## src/hw/rtl/efbrp_pkg.sv

```systemverilog
// ----------------------------------------------------------------------------
// efbrp_pkg: shared types and constants of the fuse block remap planner
// Result codes, command and status bundles, controller states, tag function.
// ----------------------------------------------------------------------------
`default_nettype none

package efbrp_pkg;

	localparam int MAP_SLOTS      = 29;
	localparam int PHYS_BLOCKS    = 32;
	localparam int LOGICAL_BLOCKS = 16;

	localparam int IDX_W   = 5;
	localparam int SLOT_W  = (MAP_SLOTS > 1) ? $clog2(MAP_SLOTS) : 1;
	localparam int WORD_W  = 64;
	localparam int BLOCK_W = 2 * WORD_W;

	localparam logic FN_LOAD = 1'b0;
	localparam logic FN_PLAN = 1'b1;

	typedef enum logic [2:0] {
		ST_REUSE   = 3'd0,
		ST_NEW     = 3'd1,
		ST_SKIP    = 3'd2,
		ST_FULL    = 3'd3,
		ST_INVALID = 3'd4,
		ST_LOADED  = 3'd5
	} status_t;

	typedef enum logic [3:0] {
		S_IDLE,
		S_DISPATCH,
		S_SCAN_HIT,
		S_RD_HIT,
		S_CHK_HIT,
		S_SCAN_FREE,
		S_RD_FREE,
		S_CHK_FREE,
		S_RESP
	} state_t;

	typedef struct packed {
		logic    capture;
		logic    load_wr;
		logic    scan_fwd_init;
		logic    scan_rev_init;
		logic    scan_fwd_step;
		logic    scan_rev_step;
		logic    slot_take;
		logic    rd;
		logic    commit;
		logic    res_load;
		status_t res_status;
	} cmd_t;

	typedef struct packed {
		logic plan;
		logic idx_big;
		logic hit;
		logic free;
		logic cnt_last;
		logic cnt_zero;
		logic all_ff;
		logic rises;
		logic out_busy;
	} sts_t;

	// Bits 5..0 index, bit 6 inverted parity of bits 0..3, bit 7 of bits 2..5.
	function automatic logic [7:0] make_tag(input logic [IDX_W-1:0] idx);
		logic [5:0] a;
		a = 6'(idx);
		return {~^a[5:2], ~^a[3:0], a};
	endfunction

endpackage

`default_nettype wire

```

## src/hw/rtl/efbrp_req_if.sv

```systemverilog
// ----------------------------------------------------------------------------
// efbrp_req_if: request channel of the planner
// Carries one load or plan transaction with its 16 data bytes.
// ----------------------------------------------------------------------------
`default_nettype none

interface efbrp_req_if;
	logic        valid;
	logic        ready;
	logic        func;
	logic [4:0]  block_index;
	logic [63:0] data_low;
	logic [63:0] data_high;

	modport source (output valid, func, block_index, data_low, data_high, input ready);
	modport sink   (input valid, func, block_index, data_low, data_high, output ready);
endinterface

`default_nettype wire

```

## src/hw/rtl/efbrp_rsp_if.sv

```systemverilog
// ----------------------------------------------------------------------------
// efbrp_rsp_if: response channel of the planner
// Carries the status, chosen slot and map tag of one transaction.
// ----------------------------------------------------------------------------
`default_nettype none

interface efbrp_rsp_if;
	logic       valid;
	logic       ready;
	logic [2:0] status;
	logic [4:0] slot;
	logic [7:0] tag;

	modport source (output valid, status, slot, tag, input ready);
	modport sink   (input valid, status, slot, tag, output ready);
endinterface

`default_nettype wire

```

## src/hw/rtl/efuse_block_remap_planner_core.sv

```systemverilog
// ----------------------------------------------------------------------------
// efuse_block_remap_planner_core: fuse block remap planner
// Loads current block contents and the usage map, then plans per logical
// block which slot takes the new bytes and which map tag goes with it.
// ----------------------------------------------------------------------------
//
//  channel | dir | handshake     | payload
//  --------+-----+---------------+-------------------------------------------
//  req     | in  | valid / ready | func, block_index, data_low, data_high
//  rsp     | out | valid / ready | status, slot, tag
//
//  Scans: a load needs no scan of the map. A plan makes up to two serial
//  walks over the 29 map slots (forward for the tag match, backward for the
//  free slot).
//  Reset: arst_n clears the sequencer, the usage map and the response valid.
//  Stalls: the next transaction is accepted once the previous result sits in
//  the response register; a result waits in the sequencer while it is full.
// ----------------------------------------------------------------------------
`default_nettype none

module efuse_block_remap_planner_core (
	input  wire logic     clk,
	input  wire logic     arst_n,
	efbrp_req_if.sink     req,
	efbrp_rsp_if.source   rsp
);
	import efbrp_pkg::*;

	cmd_t cmd;
	sts_t sts;

	// Sequencer: one transaction at a time.
	efbrp_ctrl u_ctrl (
		.clk       (clk),
		.arst_n    (arst_n),
		.req_valid (req.valid),
		.req_ready (req.ready),
		.sts       (sts),
		.cmd       (cmd)
	);

	// Map, contents memory, scan counter and response register.
	efbrp_datapath u_dp (
		.clk             (clk),
		.arst_n          (arst_n),
		.cmd             (cmd),
		.sts             (sts),
		.req_func        (req.func),
		.req_block_index (req.block_index),
		.req_data_low    (req.data_low),
		.req_data_high   (req.data_high),
		.rsp_valid       (rsp.valid),
		.rsp_ready       (rsp.ready),
		.rsp_status      (rsp.status),
		.rsp_slot        (rsp.slot),
		.rsp_tag         (rsp.tag)
	);

	// Port-side check of the response transaction.
	efbrp_rsp_check u_rsp_check (
		.clk        (clk),
		.arst_n     (arst_n),
		.rsp_valid  (rsp.valid),
		.rsp_ready  (rsp.ready),
		.rsp_status (rsp.status),
		.rsp_slot   (rsp.slot),
		.rsp_tag    (rsp.tag)
	);

endmodule

`default_nettype wire

```

## src/hw/rtl/efbrp_datapath.sv

```systemverilog
// ----------------------------------------------------------------------------
// efbrp_datapath: map registers, block contents memory and scan unit
// Holds the request, scans the usage map and owns the response register.
// ----------------------------------------------------------------------------
`default_nettype none

module efbrp_datapath (
	input  wire logic                       clk,
	input  wire logic                       arst_n,
	input  wire efbrp_pkg::cmd_t            cmd,
	output efbrp_pkg::sts_t                 sts,
	input  wire logic                       req_func,
	input  wire logic [4:0]                 req_block_index,
	input  wire logic [63:0]                req_data_low,
	input  wire logic [63:0]                req_data_high,
	output logic                            rsp_valid,
	input  wire logic                       rsp_ready,
	output logic [2:0]                      rsp_status,
	output logic [4:0]                      rsp_slot,
	output logic [7:0]                      rsp_tag
);
	import efbrp_pkg::*;

	logic                func_q;
	logic [IDX_W-1:0]    idx_q;
	logic [WORD_W-1:0]   lo_q;
	logic [WORD_W-1:0]   hi_q;
	logic [7:0]          tag_q;
	logic [SLOT_W-1:0]   cnt_q;
	logic [SLOT_W-1:0]   slot_q;
	logic [BLOCK_W-1:0]  rd_q;
	logic [7:0]          map_q [MAP_SLOTS];
	logic [BLOCK_W-1:0]  mem [MAP_SLOTS];
	logic                mem_we;
	logic [SLOT_W-1:0]   mem_wa;
	logic [BLOCK_W-1:0]  blk;
	logic                out_valid_q;
	status_t             out_status_q;
	logic [4:0]          out_slot_q;
	logic [7:0]          out_tag_q;
	logic                granted;

	assign blk = {hi_q, lo_q};

	// Hold the transaction.
	always_ff @(posedge clk) begin
		if (cmd.capture) begin
			func_q <= req_func;
			idx_q  <= req_block_index;
			lo_q   <= req_data_low;
			hi_q   <= req_data_high;
			tag_q  <= make_tag(req_block_index);
		end
		if (cmd.slot_take)
			slot_q <= cnt_q;
		if (cmd.rd)
			rd_q <= mem[slot_q];
	end

	// Scan counter: forward for the tag match, backward for the free slot.
	always_ff @(posedge clk) begin
		if (cmd.scan_fwd_init)
			cnt_q <= '0;
		else if (cmd.scan_rev_init)
			cnt_q <= SLOT_W'(MAP_SLOTS - 1);
		else if (cmd.scan_fwd_step)
			cnt_q <= cnt_q + SLOT_W'(1);
		else if (cmd.scan_rev_step)
			cnt_q <= cnt_q - SLOT_W'(1);
	end

	// Usage map, cleared by reset.
	always_ff @(posedge clk or negedge arst_n) begin
		if (!arst_n) begin
			for (int m = 0; m < MAP_SLOTS; m++)
				map_q[m] <= '0;
		end else if (cmd.load_wr) begin
			for (int m = 0; m < MAP_SLOTS; m++) begin
				if (m < 16 && idx_q == IDX_W'(PHYS_BLOCKS - 2))
					map_q[m] <= blk[(m % 16) * 8 +: 8];
				else if (m >= 16 && m < 32 && idx_q == IDX_W'(PHYS_BLOCKS - 1))
					map_q[m] <= blk[(m % 16) * 8 +: 8];
			end
		end else if (cmd.commit) begin
			map_q[slot_q] <= tag_q;
		end
	end

	// Block contents memory.
	assign mem_we = (cmd.load_wr && int'(idx_q) < MAP_SLOTS) || cmd.commit;
	assign mem_wa = cmd.commit ? slot_q : idx_q[SLOT_W-1:0];

	always_ff @(posedge clk) begin
		if (mem_we)
			mem[mem_wa] <= blk;
	end

	// Response register.
	assign granted = (cmd.res_status == ST_REUSE) || (cmd.res_status == ST_NEW);

	always_ff @(posedge clk or negedge arst_n) begin
		if (!arst_n)
			out_valid_q <= 1'b0;
		else if (cmd.res_load)
			out_valid_q <= 1'b1;
		else if (rsp_ready)
			out_valid_q <= 1'b0;
	end

	always_ff @(posedge clk) begin
		if (cmd.res_load) begin
			out_status_q <= cmd.res_status;
			out_slot_q   <= granted ? 5'(slot_q) : 5'd0;
			out_tag_q    <= granted ? tag_q : 8'd0;
		end
	end

	assign rsp_valid  = out_valid_q;
	assign rsp_status = out_status_q;
	assign rsp_slot   = out_slot_q;
	assign rsp_tag    = out_tag_q;

	always_comb begin
		sts.plan     = (func_q == FN_PLAN);
		sts.idx_big  = int'(idx_q) >= LOGICAL_BLOCKS;
		sts.hit      = map_q[cnt_q] == tag_q;
		sts.free     = map_q[cnt_q] == 8'd0;
		sts.cnt_last = cnt_q == SLOT_W'(MAP_SLOTS - 1);
		sts.cnt_zero = cnt_q == '0;
		sts.all_ff   = (&lo_q) && (&hi_q);
		sts.rises    = ((rd_q[WORD_W-1:0] & ~lo_q) == '0) &&
			((rd_q[BLOCK_W-1:WORD_W] & ~hi_q) == '0);
		sts.out_busy = out_valid_q && !rsp_ready;
	end

	a_commit_tag: assert property (@(posedge clk) disable iff (!arst_n)
		cmd.commit |=> map_q[slot_q] == tag_q)
		else $error("map entry does not hold the committed tag");

	a_take_on_match: assert property (@(posedge clk) disable iff (!arst_n)
		cmd.slot_take |-> (sts.hit || sts.free))
		else $error("slot taken without a match or a free entry");

	a_scan_in_range: assert property (@(posedge clk) disable iff (!arst_n)
		(cmd.scan_fwd_step || cmd.scan_rev_step) |=> int'(cnt_q) < MAP_SLOTS)
		else $error("scan counter left the map");

endmodule

`default_nettype wire

```

## src/hw/rtl/efbrp_ctrl.sv

```systemverilog
// ----------------------------------------------------------------------------
// efbrp_ctrl: sequencer of the planner
// Steps one transaction through dispatch, map scans, checks and response.
// ----------------------------------------------------------------------------
`default_nettype none

module efbrp_ctrl (
	input  wire logic             clk,
	input  wire logic             arst_n,
	input  wire logic             req_valid,
	output logic                  req_ready,
	input  wire efbrp_pkg::sts_t  sts,
	output efbrp_pkg::cmd_t       cmd
);
	import efbrp_pkg::*;

	state_t  state_q, state_d;
	status_t result_q, result_d;

	always_ff @(posedge clk or negedge arst_n) begin
		if (!arst_n) begin
			state_q  <= S_IDLE;
			result_q <= ST_LOADED;
		end else begin
			state_q  <= state_d;
			result_q <= result_d;
		end
	end

	always_comb begin
		state_d        = state_q;
		result_d       = result_q;
		cmd            = '0;
		cmd.res_status = result_q;
		req_ready      = 1'b0;
		case (state_q)
			S_IDLE: begin
				req_ready   = 1'b1;
				cmd.capture = req_valid;
				if (req_valid)
					state_d = S_DISPATCH;
			end
			S_DISPATCH: begin
				if (!sts.plan) begin
					cmd.load_wr = 1'b1;
					result_d    = ST_LOADED;
					state_d     = S_RESP;
				end else if (sts.idx_big) begin
					result_d = ST_INVALID;
					state_d  = S_RESP;
				end else begin
					cmd.scan_fwd_init = 1'b1;
					state_d           = S_SCAN_HIT;
				end
			end
			S_SCAN_HIT: begin
				if (sts.hit) begin
					cmd.slot_take = 1'b1;
					state_d       = S_RD_HIT;
				end else if (sts.cnt_last) begin
					if (sts.all_ff) begin
						result_d = ST_SKIP;
						state_d  = S_RESP;
					end else begin
						cmd.scan_rev_init = 1'b1;
						state_d           = S_SCAN_FREE;
					end
				end else begin
					cmd.scan_fwd_step = 1'b1;
				end
			end
			S_RD_HIT: begin
				cmd.rd  = 1'b1;
				state_d = S_CHK_HIT;
			end
			S_CHK_HIT: begin
				if (sts.rises) begin
					cmd.commit = 1'b1;
					result_d   = ST_REUSE;
					state_d    = S_RESP;
				end else begin
					cmd.scan_rev_init = 1'b1;
					state_d           = S_SCAN_FREE;
				end
			end
			S_SCAN_FREE: begin
				if (sts.free) begin
					cmd.slot_take = 1'b1;
					state_d       = S_RD_FREE;
				end else if (sts.cnt_zero) begin
					result_d = ST_FULL;
					state_d  = S_RESP;
				end else begin
					cmd.scan_rev_step = 1'b1;
				end
			end
			S_RD_FREE: begin
				cmd.rd  = 1'b1;
				state_d = S_CHK_FREE;
			end
			S_CHK_FREE: begin
				if (sts.rises) begin
					cmd.commit = 1'b1;
					result_d   = ST_NEW;
				end else begin
					result_d = ST_INVALID;
				end
				state_d = S_RESP;
			end
			S_RESP: begin
				if (!sts.out_busy) begin
					cmd.res_load = 1'b1;
					state_d      = S_IDLE;
				end
			end
			default: state_d = S_IDLE;
		endcase
	end

	a_no_overwrite: assert property (@(posedge clk) disable iff (!arst_n)
		cmd.res_load |-> !sts.out_busy)
		else $error("response register overwritten while still pending");

	a_commit_then_resp: assert property (@(posedge clk) disable iff (!arst_n)
		cmd.commit |=> state_q == S_RESP &&
			(result_q == ST_REUSE || result_q == ST_NEW))
		else $error("commit not followed by a granting response");

	a_capture_dispatch: assert property (@(posedge clk) disable iff (!arst_n)
		cmd.capture |=> state_q == S_DISPATCH && !req_ready)
		else $error("accepted transaction not dispatched");

endmodule

`default_nettype wire

```

## src/hw/rtl/efbrp_ctrl_wrap_note.sv

```systemverilog
// ----------------------------------------------------------------------------
// efbrp_rsp_check: port-side checker of the response channel
// Watches the response handshake of the planner from its ports alone.
// ----------------------------------------------------------------------------
`default_nettype none

module efbrp_rsp_check (
	input  wire logic       clk,
	input  wire logic       arst_n,
	input  wire logic       rsp_valid,
	input  wire logic       rsp_ready,
	input  wire logic [2:0] rsp_status,
	input  wire logic [4:0] rsp_slot,
	input  wire logic [7:0] rsp_tag
);
	import efbrp_pkg::*;

	logic granted;

	assign granted = (rsp_status == ST_REUSE) || (rsp_status == ST_NEW);

	a_hold: assert property (@(posedge clk) disable iff (!arst_n)
		rsp_valid && !rsp_ready |=> rsp_valid && $stable(rsp_status))
		else $error("stalled response changed");

	a_zero_when_none: assert property (@(posedge clk) disable iff (!arst_n)
		rsp_valid && !granted |-> rsp_slot == 5'd0 && rsp_tag == 8'd0)
		else $error("slot or tag nonzero without a grant");

	a_tag_parity: assert property (@(posedge clk) disable iff (!arst_n)
		rsp_valid && granted |-> rsp_tag == make_tag(rsp_tag[4:0]) &&
			rsp_tag[5] == 1'b0)
		else $error("granted tag has bad parity bits");

endmodule

`default_nettype wire
```

## src/flat_wrapper.sv

```systemverilog
// flat-port wrapper written by rule: the top's interface ports become plain ports
module efuse_block_remap_planner_core_flat import efbrp_pkg::*;
  (clk, arst_n, req_valid, req_func, req_block_index, req_data_low, req_data_high, req_ready, rsp_valid, rsp_status, rsp_slot, rsp_tag, rsp_ready);
  efbrp_req_if req_i ();
  efbrp_rsp_if rsp_i ();
  input  wire logic clk;
  input  wire logic arst_n;
  input wire logic [$bits(req_i.valid)-1:0] req_valid;
  input wire logic [$bits(req_i.func)-1:0] req_func;
  input wire logic [$bits(req_i.block_index)-1:0] req_block_index;
  input wire logic [$bits(req_i.data_low)-1:0] req_data_low;
  input wire logic [$bits(req_i.data_high)-1:0] req_data_high;
  output wire logic [$bits(req_i.ready)-1:0] req_ready;
  output wire logic [$bits(rsp_i.valid)-1:0] rsp_valid;
  output wire logic [$bits(rsp_i.status)-1:0] rsp_status;
  output wire logic [$bits(rsp_i.slot)-1:0] rsp_slot;
  output wire logic [$bits(rsp_i.tag)-1:0] rsp_tag;
  input wire logic [$bits(rsp_i.ready)-1:0] rsp_ready;
  assign req_i.valid = req_valid;
  assign req_i.func = req_func;
  assign req_i.block_index = req_block_index;
  assign req_i.data_low = req_data_low;
  assign req_i.data_high = req_data_high;
  assign req_ready = req_i.ready;
  assign rsp_valid = rsp_i.valid;
  assign rsp_status = rsp_i.status;
  assign rsp_slot = rsp_i.slot;
  assign rsp_tag = rsp_i.tag;
  assign rsp_i.ready = rsp_ready;
  efuse_block_remap_planner_core u_core (.clk(clk), .arst_n(arst_n), .req(req_i), .rsp(rsp_i));
endmodule
```

## config.mk

```make
export PLATFORM = sky130hd
export DESIGN_NAME = efuse_block_remap_planner_core_flat
export DESIGN_NICKNAME = d
export VERILOG_FILES = /design/src/hw/rtl/efbrp_pkg.sv /design/src/hw/rtl/efbrp_req_if.sv /design/src/hw/rtl/efbrp_rsp_if.sv /design/src/hw/rtl/efuse_block_remap_planner_core.sv /design/src/hw/rtl/efbrp_datapath.sv /design/src/hw/rtl/efbrp_ctrl.sv /design/src/hw/rtl/efbrp_ctrl_wrap_note.sv /design/src/flat_wrapper.sv
export SDC_FILE = /design/constraint.sdc
export NUM_CORES = 2
export LEC_CHECK = 0
export BUFFER_PORTS_ARGS = -buffer_cell sky130_fd_sc_hd__buf_2
export CORE_AREA = 2 2 683 685
export DETAILED_ROUTE_END_ITERATION = 7
export DIE_AREA = 0 0 685 687
export PLACE_DENSITY = 0.59
export SYNTH_ARGS = -nofsm -noshare
export SYNTH_HDL_FRONTEND = slang
export SYNTH_SLANG_ARGS = --single-unit
```

## constraint.sdc

```tcl
create_clock -name clk -period 15.8 [get_ports clk]
set_input_delay 3.16 -clock clk [delete_from_list [all_inputs] [get_ports clk]]
set_output_delay 3.16 -clock clk [all_outputs]
set_load 0.1 [all_outputs]
```

==> reports/summary.txt <==
CTS tree = yes
Yosys top cell by area = edfxtp_1
core area = 463000 um^2
Routability Congestion = 0.913
placed cells = 13700
worst hold path type = flip-flop to flip-flop
worst-case clock skew = 0.0914 ns
num rows = 250
RR Endpoint = u_core.u_dp.mem[10][66]$_DFFE_PP_
via-per-instance ratio = 5.67
Critical Path Max Stage Delay = 1.05 ns
Ys Warns = 0
sequential-to-total area share from yosys stat = 78.0%
Register Area = 126000 um^2
initial antenna violation count = 48
syn_nets = 7577
Buffers on Ports = 154
TritonCTS Buffers = 420
1st-pass router iterations = 6
CTS clk-pin slew, worst paths = 0.06 ns
total number of vias = 82000
Crit. End Element = flip-flop
nets = 8081
required time of the worst setup path = 16.39 ns
Power Density = 140 nW/um^2
Slowest-stage cell, CP = edfxtp_1
Die Span Y = 687 um
Root Driver = clkbuf_16
multi-input logic area = 33600 um^2
crit path from = u_core.u_dp.hi_q[48]$_DFFE_PP_
top-count cell post-synth = edfxtp_1
RSZ-0062 raised after global routing = false
Starting Density = 34.9%
post-place instance area = 172000 um^2
Synth Register Bits = 4241
Cell Count, Final, Fillers Out = 14500
EDFF count, synth = 3996
Die X = 685 um
max_cap viols = 0
Clock Latency Late Sink = 1.00 ns
clk sinks = 4241
DR DRC count = 0
period utilisation layout = 48.6%
run status = completed
Fin Setup TNS = 0 ns
vias in the first global route = 82000
CTS H-tree depth = 5
num ports = 156
maximum number of pins on one net before global-route repair = 135
cell mode on critical path = buf_4
R2R Setup Slk = 8.13 ns
Routed WL = 477000 um
CP cell instances = nand2b_1 -> o2111ai_1 -> nor4_1 -> nand4_1 -> or4_1 -> nor3_2 -> buf_4 -> mux2i_1 -> buf_4 -> nand2b_1 -> nor2_4 -> buf_4 -> buf_4
Slew Limit Fails = 0
cells after synthesis = 7435
Critical Path End = u_core.u_dp.mem[10][66]$_DFFE_PP_
Hold Buf Count CTS = 0
post_cts resized = 0
Longest Clk Path Bufs = 4
Peak supply drop = 0.111 mV
Post-Syn Area = 162000 um^2
Fin. Hold Viols = 0
Avg Inst Size Synth = 21.7 um^2
top cells by count, synth = edfxtp_1 (3996), mux4_2 (930), a22oi_1 (409)
design area = 185000 um^2
Startpoint Class = flip-flop
share of cells above drive strength 1 = 26.6%
GRT Total Usage = 19.8%
Final setup viols = 0
Area growth syn-to-layout = 14.5%
initial drt markers = 11500
total grt overflow = 0
worst r2r src = u_core.u_dp.hi_q[48]$_DFFE_PP_
Crit path arrival time = 8.26 ns
utilization after layout = 40.0%
Synth top area share = 74.2%
die footprint = 471000 um^2
first-pass GRT wire length = 659000 um
Rel. slew slack = 2.31%
ranking of synthesized cells by area = edfxtp_1 (74%), mux4_2 (13%), dfrtp_1 (3.7%)
fillers = 40400
prevailing post-synth register cell = edfxtp_1
DP Wirelength = 272000 um
WL/cell = 33.0 um
Async SR Flop Fraction = 5.66%
Design Power = 25900 uW
Lkg Pwr = 0.0595 uW
max frequency = 130 MHz
crit path kind = flip-flop to flip-flop
Worst Tran Pin Value = 1.45 ns
minimum clock period = 7.67 ns
setup repair bufs after CTS = 0
R2R depth = 13
ANT nets after route = 0
Distinct cells, synth = 76
CP max FO = 37
cells by family (layout without fill, tap and decap cells):
group,after synthesis,after routing,share of synthesized area [%]
DFF,4241,4241,78.0
muxes,1264,1264,15.2
AOI/OAI and AO/OA,864,864,3.65
buffers and inverters,563,1418,1.37
and+or+nand+nor,484,484,1.66
xor gates and xnor gates,14,14,0.0759
adders and majority gates,4,4,0.0356
other,1,19,0.00232
routing by layer:
| layer | vias to the layer above | part of all wire (%) | track usage (%) |
|---|---|---|---|
| met1 | 44600 | 40 | 27.6 |
| li1 | 32300 | - | - |
| met2 | 4345 | 47 | 31.3 |
| met5 | - | 0.076 | 0 |
| met4 | 10 | 3.9 | 6.79 |
| met3 | 805 | 9.0 | 3.65 |
flip-flops by register name, summed over array words and instances, names as in the netlist, 4 cells and up:
signal,flops
u_core.u_dp.cnt_q,5
u_core.u_dp.slot_q,5
u_core.u_dp.rsp_slot,5
u_core.u_dp.mem,3712
u_core.u_dp.rd_q,128
u_core.u_dp.map_q,232
u_core.u_dp.idx_q,4
u_core.u_dp.hi_q,64
u_core.u_ctrl.state_q,4
u_core.u_dp.rsp_tag,7
u_core.u_dp.lo_q,64
final cells by class:
class,instances,share of cell area (%)
diodes,18,0.0243
clock buffers,527,5.99
clock inverters,246,1.27
inverters,165,0.335
multi-input cells,2631,18.2
flip-flops and latches,4241,68.1
well taps,6174,4.17
repair buffers,480,1.92
through the flow:
stage               setup WS [ns]  hold slack [ns]
finish                       8.13            0.489
global route                 8.07            0.510
CTS                          8.40            0.486
detailed placement           8.37            0.470
global placement             8.50            0.464
floorplan                    3.26            0.431
power breakdown:
part / internal, uW / switching, uW / total [uW]
Sequential: 13200 / 272 / 13500
Clock: 5500 / 4280 / 9780
Combinational: 702 / 1990 / 2700
how the worst min path moves through the flow:
| stage | start | endpoint | slack [ns] | cells past startpoint |
|---|---|---|---|---|
| after floorplan | u_core.u_dp.cnt_q[0]$_SDFFE_PP0P_ | u_core.u_dp.slot_q[0]$_DFFE_PP_ | 0.43 | 0 |
| after global placement | u_core.u_dp.map_q[114]$_DFFE_PN0P_ | u_core.u_dp.map_q[114]$_DFFE_PN0P_ | 0.46 | 2 |
| after detailed placement | u_core.u_dp.map_q[115]$_DFFE_PN0P_ | u_core.u_dp.map_q[115]$_DFFE_PN0P_ | 0.47 | 2 |
| after CTS | u_core.u_dp.map_q[115]$_DFFE_PN0P_ | u_core.u_dp.map_q[115]$_DFFE_PN0P_ | 0.49 | 2 |
| after global routing | u_core.u_dp.map_q[115]$_DFFE_PN0P_ | u_core.u_dp.map_q[115]$_DFFE_PN0P_ | 0.51 | 2 |
| final | u_core.u_dp.map_q[115]$_DFFE_PN0P_ | u_core.u_dp.map_q[115]$_DFFE_PN0P_ | 0.49 | 2 |
cell usage in the layout, fill, tap and decap left out, drive strengths merged, types with 10 or more instances in the layout:
cell,netlist,final
a31oi,10,10
bufinv,0,31
a22oi,409,409
a21o,58,58
clkinvlp,0,11
nor2b,15,15
nand3,15,15
and2,21,21
mux2,125,125
nand2,58,58
edfxtp,3996,3996
mux2i,203,203
nor3,37,37
nor2,76,76
o2111ai,14,14
diode,0,18
dfrtp,238,238
nand4,44,44
a22o,25,25
o22ai,44,44
a21oi,95,95
nand2b,51,51
mux4,936,936
o21ai,167,167
buf,135,480
clkbuf,263,527
and3,128,128
nor4,19,19
inv,164,174
clkinv,1,195
critical path: cells and delay by family (launching register included):
family,cells,cell delay [ns]
mux,1,0.23
compound gates,1,0.28
flops,1,1.05
simple gates,7,3.39
buf+inv,4,2.12
Power figures use the tool's default switching activity.
